**src/rtl/tcce_pkg.sv**
```systemverilog
// tcce_pkg: shared types, constants and color tables of the text console cursor engine
// used by tcce_front, tcce_back, the top level and the port checker
`timescale 1ns / 1ps

package tcce_pkg;

   // screen geometry
   localparam int COLS   = 80;
   localparam int ROWS   = 25;
   localparam int CELLS  = ROWS * COLS;
   localparam int ADDR_W = $clog2(CELLS);

   // fixed field widths
   localparam int CHAR_W  = 8;
   localparam int COLOR_W = 4;
   localparam int ATTR_W  = 8;
   localparam int COL_W   = 7;
   localparam int ROW_W   = 5;
   localparam int CELL_W  = CHAR_W + ATTR_W;
   localparam int XW      = COL_W + 1;

   // character codes and cell constants
   localparam logic [CHAR_W-1:0]  CH_TAB     = 8'd9;
   localparam logic [CHAR_W-1:0]  CH_NL      = 8'd10;
   localparam logic [XW-1:0]      TAB_STEP   = 8'd4;
   localparam logic [CELL_W-1:0]  SPACE_CELL = 16'h0020;
   localparam logic [COLOR_W-1:0] NCOLORS    = 4'd9;
   localparam logic [COLOR_W-1:0] COLOR_TRANSPARENT = 4'd0;

   // input queue between front and back
   localparam int QUEUE_DEPTH = 2;
   localparam int QPTR_W      = $clog2(QUEUE_DEPTH);
   localparam int QCNT_W      = $clog2(QUEUE_DEPTH + 1);

   typedef enum logic [1:0] {
      KIND_GLYPH,
      KIND_TAB,
      KIND_NEWLINE
   } kind_type;

   typedef enum logic [2:0] {
      ST_CLEAR,
      ST_IDLE,
      ST_SCROLL,
      ST_DISPATCH,
      ST_READ,
      ST_WRITE
   } back_state_type;

   typedef struct packed {
      kind_type            kind;
      logic [CHAR_W-1:0]   char_code;
      logic [COLOR_W-1:0]  text_color;
      logic [COLOR_W-1:0]  back_color;
   } queue_item_type;

   typedef struct packed {
      logic           valid;
      queue_item_type item;
   } queue_head_type;

   typedef struct packed {
      logic clearing;
      logic pop;
   } back_status_type;

   // text color code to foreground nibble
   function automatic logic [3:0] fg_nibble(input logic [COLOR_W-1:0] code);
      logic [3:0] nib;
      case (code)
         4'd2:    nib = 4'hF;
         4'd3:    nib = 4'hC;
         4'd4:    nib = 4'hE;
         4'd5:    nib = 4'hA;
         4'd6:    nib = 4'hB;
         4'd7:    nib = 4'h9;
         4'd8:    nib = 4'hD;
         default: nib = 4'h0;
      endcase
      return nib;
   endfunction

   // back color code to background nibble
   function automatic logic [3:0] bg_nibble(input logic [COLOR_W-1:0] code);
      logic [3:0] nib;
      case (code)
         4'd2:    nib = 4'h7;
         4'd3:    nib = 4'h4;
         4'd4:    nib = 4'h6;
         4'd5:    nib = 4'h2;
         4'd6:    nib = 4'h3;
         4'd7:    nib = 4'h1;
         4'd8:    nib = 4'h5;
         default: nib = 4'h0;
      endcase
      return nib;
   endfunction

   // background nibble back to the first matching color code
   function automatic logic [COLOR_W-1:0] back_code_of(input logic [3:0] nib);
      logic [COLOR_W-1:0] code;
      case (nib)
         4'h7:    code = 4'd2;
         4'h4:    code = 4'd3;
         4'h6:    code = 4'd4;
         4'h2:    code = 4'd5;
         4'h3:    code = 4'd6;
         4'h1:    code = 4'd7;
         4'h5:    code = 4'd8;
         default: code = 4'd0;
      endcase
      return code;
   endfunction

   // attribute byte, zero when either code is out of the palette
   function automatic logic [ATTR_W-1:0] make_attr(input logic [COLOR_W-1:0] tc,
                                                   input logic [COLOR_W-1:0] bc);
      logic [ATTR_W-1:0] attr;
      if (tc >= NCOLORS || bc >= NCOLORS) begin
         attr = '0;
      end else begin
         attr = {bg_nibble(bc), fg_nibble(tc)};
      end
      return attr;
   endfunction

endpackage

```
**src/rtl/tcce_front.sv**
```systemverilog
// tcce_front: accepts request beats, classifies the character and queues the item
// depends on tcce_pkg; drained by tcce_back
`timescale 1ns / 1ps

module tcce_front
   import tcce_pkg::*;
(
   input  logic                clock,
   input  logic                reset,
   input  logic                req_valid,
   output logic                req_stall,
   input  logic [CHAR_W-1:0]   req_char_code,
   input  logic [COLOR_W-1:0]  req_text_color,
   input  logic [COLOR_W-1:0]  req_back_color,
   input  back_status_type     back_status,
   output queue_head_type      head
);

   queue_item_type       q_mem_ff [QUEUE_DEPTH];
   logic [QPTR_W-1:0]    wr_ptr_ff, wr_ptr_in;
   logic [QPTR_W-1:0]    rd_ptr_ff, rd_ptr_in;
   logic [QCNT_W-1:0]    count_ff, count_in;
   queue_item_type       new_item;
   logic                 push;
   logic                 pop;

   // classify the incoming character
   always_comb begin
      new_item.char_code  = req_char_code;
      new_item.text_color = req_text_color;
      new_item.back_color = req_back_color;
      case (req_char_code)
         CH_TAB:  new_item.kind = KIND_TAB;
         CH_NL:   new_item.kind = KIND_NEWLINE;
         default: new_item.kind = KIND_GLYPH;
      endcase
   end

   // no beat taken while full or while the screen store is being cleared
   assign req_stall = (count_ff == QCNT_W'(QUEUE_DEPTH)) || back_status.clearing;
   assign push      = req_valid && !req_stall;
   assign pop       = back_status.pop;

   // queue pointers and fill count
   always_comb begin
      wr_ptr_in = wr_ptr_ff;
      rd_ptr_in = rd_ptr_ff;
      count_in  = count_ff;
      if (push) begin
         wr_ptr_in = (wr_ptr_ff == QPTR_W'(QUEUE_DEPTH - 1)) ? '0 : wr_ptr_ff + 1'b1;
      end
      if (pop) begin
         rd_ptr_in = (rd_ptr_ff == QPTR_W'(QUEUE_DEPTH - 1)) ? '0 : rd_ptr_ff + 1'b1;
      end
      if (push && !pop) begin
         count_in = count_ff + 1'b1;
      end else if (pop && !push) begin
         count_in = count_ff - 1'b1;
      end
   end

   always_ff @(posedge clock) begin
      if (reset) begin
         wr_ptr_ff <= '0;
         rd_ptr_ff <= '0;
         count_ff  <= '0;
      end else begin
         wr_ptr_ff <= wr_ptr_in;
         rd_ptr_ff <= rd_ptr_in;
         count_ff  <= count_in;
      end
   end

   // queue storage
   always_ff @(posedge clock) begin
      if (push) begin
         q_mem_ff[wr_ptr_ff] <= new_item;
      end
   end

   assign head.valid = (count_ff != '0);
   assign head.item  = q_mem_ff[rd_ptr_ff];

endmodule

```
**config.mk**
```make
export PLATFORM = sky130hd
export DESIGN_NAME = tcce_front
export DESIGN_NICKNAME = d
export VERILOG_FILES = /design/src/rtl/tcce_pkg.sv /design/src/rtl/tcce_front.sv
export SDC_FILE = /design/constraint.sdc
export NUM_CORES = 1
export LEC_CHECK = 0
export BUFFER_PORTS_ARGS = -buffer_cell sky130_fd_sc_hd__buf_4
export CAP_MARGIN = 40
export CORE_MARGIN = 2
export CORE_UTILIZATION = 51
export DETAILED_ROUTE_END_ITERATION = 10
export PLACE_DENSITY = 0.81
export SLEW_MARGIN = 20
export SYNTH_ARGS = -nofsm -noshare
export SYNTH_HDL_FRONTEND = slang
export SYNTH_SLANG_ARGS = --single-unit
```
**constraint.sdc**
```tcl
create_clock -name clock -period 3.12 [get_ports clock]
set_input_delay 0.936 -clock clock [delete_from_list [all_inputs] [get_ports clock]]
set_output_delay 0.936 -clock clock [all_outputs]
set_load 0.02 [all_outputs]
```
==> key figures <==
Logic synthesis
  – Total number of yosys warnings: 0
  – Cell count after synthesis: 87
  – Fraction of the yosys area taken by sequential cells: 0.7546
  – Yosys reg bits: 41
  – Count of different cell masters after synthesis: 24
  – Syn_nets: 109
  – Combined area of all synthesized cells: 1565 um^2
  – Mean Syn Cell Area: 17.99 um^2

Power and ir drop
  – Internal power contribution: 0.8281 mW
  – Overall power after layout: 1.090 mW
  – Net Sw Power: 0.2623 mW
  – Switching share of total power: 0.2405
  – Combinational share of power: 0.171
  – Sequential cell fraction of total power: 0.588
  – Clock group share of total power: 0.241
  – Power density normalized to cell area: 552.3 nW/um^2
  – Worst ir drop on vdd: 302.3 uV
  – Leakage dissipation: 0.7494 nW

Timing
  – Post-route worst setup slack: 749.5 ps
  – Unrepaired setup endpoints after global routing: no
  – Fraction of the cycle the final worst path needs: 0.7598
  – Final Slew Violations: 0
  – Shortest clock period the worst path allows after layout: 2370 ps
  – Peak clock frequency supported by timing: 421.9 MHz
  – Final Hold Vio Count: 0
  – Transition at the pin with the smallest max-transition slack: 301.2 ps
  – Final total negative setup slack: 0 ps
  – Finish-stage setup viols: 0
  – Worst slew margin relative to its limit: 0.7973
  – Worst Clk Skew: 10.54 ps

Detailed routing
  – Drt wl/cell: 15.89 um
  – Total number of vias: 876
  – Via-to-Cell Ratio: 5.183
  – Routed wl met3: 135 um
  – Number of design-rule violations left by the first detailed-router iteration: 24
  – Detail Route Antenna Nets: 0
  – Met2 wire length: 1472 um
  – DR top layer: met4
  – Number of remaining DRC errors: 0
  – Total Routed Length: 2685 um
  – DRT met1 WL: 1034 um
  – Detailed-routing iteration count for the pre-antenna-repair pass: 4

Cells and area
  – Layout filler cell count: 211
  – Number of antenna repair diodes: 0
  – Count of nets after finishing: 157
  – Share of the core filled with cells: 0.6630
  – Area growth syn-to-layout: 26.14%
  – Ratio of cells with drive above 1 in the final layout: 0.3824

Clocking
  – Hold buffer count at cts: 0
  – Clock buffer count from CTS: 5
  – Clock slew seen by the registers of the worst setup and hold paths: 100 ps
  – Clock sink count: 41
  – Gates resized, CTS repair: 0
  – Setup Fix Bufs, Post-CTS: 0
  – TritonCTS clock tree: done
  – Max Buffers Root-to-Sink: 2
  – Insertion delay to the later sink of the worst-skew pair: 340 ps
  – Clock Root Buffer: sky130_fd_sc_hd__clkbuf_4
  – Deepest level of the CTS H-tree: 2

Setup path
  – Internal reg-to-reg setup slack: 1460 ps
  – Data arrival time of the worst path: 1430 ps
  – Ordered cell list for the critical path: buf_4 > mux2_1 > buf_4
  – Worst R2R End: count_ff[1]
  – Maximum cell stage delay along the critical path: 360 ps
  – Library cell appearing most often on the critical path: sky130_fd_sc_hd__buf_4
  – Largest fanout on the critical path: 18
  – Capturing element type of the critical path: output port
  – Setup CP Type: reg -> out
  – Cell type of the slowest stage on the worst timing path: sky130_fd_sc_hd__mux2_1
  – Critical Path Source Type: flip-flop
  – Required time of the worst setup path: 2180 ps
  – Origin of the critical flop-to-flop path: count_ff[0]
  – Cell depth of the worst flop-to-flop path: 5

Run status
  – Run status: finished, final reports clean

Global routing
  – Via count of the first global-routing pass: 898
  – Total track usage: 0.1710
  – Overflow left after global routing: 0
  – Wire length of the first global-routing pass: 4181 um
  – Largest net degree at the start of global routing: 19
  – Number of antenna violations at the first check in global routing: 0

Min path
  – Hold/Removal Path Class: reg -> reg
  – Hold-critical path depth: 2
  – Startpoint of the lowest-slack hold path: rd_ptr_ff

Place
  – Buffers on Ports: 40
  – Place WS: 816.8 ps
  – Placer congestion estimate: 0.6919
  – Placed wire-length estimate after detailed placement: 1898 um

Floorplanning
  – Die boundary width: 59.40 um
  – Starting density of the core: 0.5256
  – Ports: 41
  – FP Rows: 20
  – Core outline area: 2978 um^2
  – Die area: 3528 um^2
  – Die Y-Extent: 59.40 um

Run
  – Number of max-capacitance violations reported: 0
==> power groups by stage <==
| stage | clock network, mW | registers, mW | logic [mW] |
|---|---|---|---|
| after global routing | 0.291 | 0.645 | 0.201 |
| after global placement | 0 | 0.651 | 0.180 |
| after detailed placement | 0 | 0.655 | 0.188 |
| after floorplan | 0 | 0.650 | 0.106 |
| final | 0.262 | 0.642 | 0.186 |
| after CTS | 0.270 | 0.642 | 0.189 |
==> flip-flops by register name, summed over array words and instances, names as in the netlist, named ones only <==
name       flops
rd_ptr_ff      1
wr_ptr_ff      1
q_mem_ff      36
count_ff       2
==> stage by stage <==
step                instance area [um^2]  hold slack (ps)  std cells
floorplan                           1565            463.9         87
finish                              1974            525.5        169
global placement                    1916            486.7        161
CTS                                 1974            527.7        169
global route                        1974            562.9        169
detailed placement                  1916            498.1        161
==> logic make-up (layout without fill, tap and decap cells) <==
logic type | count (synthesis) | in the layout | share of synthesized area
xor+xnor | 3 | 3 | 0.01679
buf+inv | 3 | 52 | 0.01278
compound gates | 3 | 3 | 0.009583
flops | 41 | 41 | 0.7546
mux | 18 | 18 | 0.1295
simple gates | 18 | 18 | 0.06875
fa+ha+maj | 1 | 1 | 0.007992
==> area by class of cell <==
| cell class | count | area (um^2) | share of cell area |
|---|---|---|---|
| inverters | 1 | 3.754 | 0.001901 |
| clock buffers | 8 | 58.81 | 0.02978 |
| well taps | 33 | 41.29 | 0.02091 |
| multi-input cells | 43 | 366.6 | 0.1857 |
| flip-flops and latches | 41 | 1181 | 0.5982 |
| repair buffers | 43 | 322.8 | 0.1635 |
==> synth_stat cells <==
cell / number / area, um^2
sky130_fd_sc_hd__edfxtp_1: 36 / 1081
sky130_fd_sc_hd__and3_1: 1 / 6.260
sky130_fd_sc_hd__ha_1: 1 / 12.51
sky130_fd_sc_hd__nor2b_1: 2 / 12.51
sky130_fd_sc_hd__nand3_1: 1 / 5.000
sky130_fd_sc_hd__xor2_1: 2 / 17.52
sky130_fd_sc_hd__nand3b_1: 1 / 7.510
sky130_fd_sc_hd__buf_2: 1 / 5.000
sky130_fd_sc_hd__inv_1: 1 / 3.750
sky130_fd_sc_hd__or2_2: 1 / 6.260
sky130_fd_sc_hd__mux2_1: 18 / 202.7
sky130_fd_sc_hd__o21ai_1: 1 / 5.000
sky130_fd_sc_hd__nand2b_1: 2 / 12.51
sky130_fd_sc_hd__o21ai_0: 1 / 5.000
sky130_fd_sc_hd__and2_1: 1 / 6.260
sky130_fd_sc_hd__nand2b_2: 1 / 8.760
sky130_fd_sc_hd__dfxtp_1: 5 / 100.1
sky130_fd_sc_hd__xnor2_1: 1 / 8.760
sky130_fd_sc_hd__nor2_1: 4 / 15.01
sky130_fd_sc_hd__nor3b_1: 2 / 15.01
sky130_fd_sc_hd__a21oi_1: 1 / 5.000
sky130_fd_sc_hd__buf_6: 1 / 11.26
sky130_fd_sc_hd__or3_1: 1 / 6.260
sky130_fd_sc_hd__nor4_1: 1 / 6.260
==> cell usage in the layout, fill, tap and decap left out, types with 2 or more instances in the layout <==
cell type,instances
sky130_fd_sc_hd__buf_4,43
sky130_fd_sc_hd__clkbuf_1,2
sky130_fd_sc_hd__clkbuf_4,5
sky130_fd_sc_hd__dfxtp_1,5
sky130_fd_sc_hd__edfxtp_1,36
sky130_fd_sc_hd__mux2_1,18
sky130_fd_sc_hd__nand2b_1,2
sky130_fd_sc_hd__nor2_1,4
sky130_fd_sc_hd__nor3b_1,2
sky130_fd_sc_hd__xor2_1,2
==> worst max-delay path, delay by kind of cell, from the launching register on <==
kind / cells / cell delay, ps
DFF: 1 / 320
muxes: 1 / 360
buffers and inverters: 2 / 410
==> how the worst max path moves through the flow <==
stage                   startpoint        endpoint  slack [ps]  cells past startpoint
floorplan                req_valid  q_mem_ff[0][0]         600                      3
global placement    back_status[1]       req_stall         860                      3
detailed placement  back_status[1]     count_ff[1]         820                      6
CTS                      flip-flop        head[10]         710                      3
global route             flip-flop        head[10]         660                      3
finish                   flip-flop        head[10]         750                      3
==> routing by layer <==
metal | global-route usage | up-vias
met5 | 0 | -
met3 | 0.06114 | 7
met2 | 0.3124 | 24
met4 | 0.06818 | 0
li1 | - | 425
met1 | 0.1751 | 420
Power figures use the tool's default switching activity.
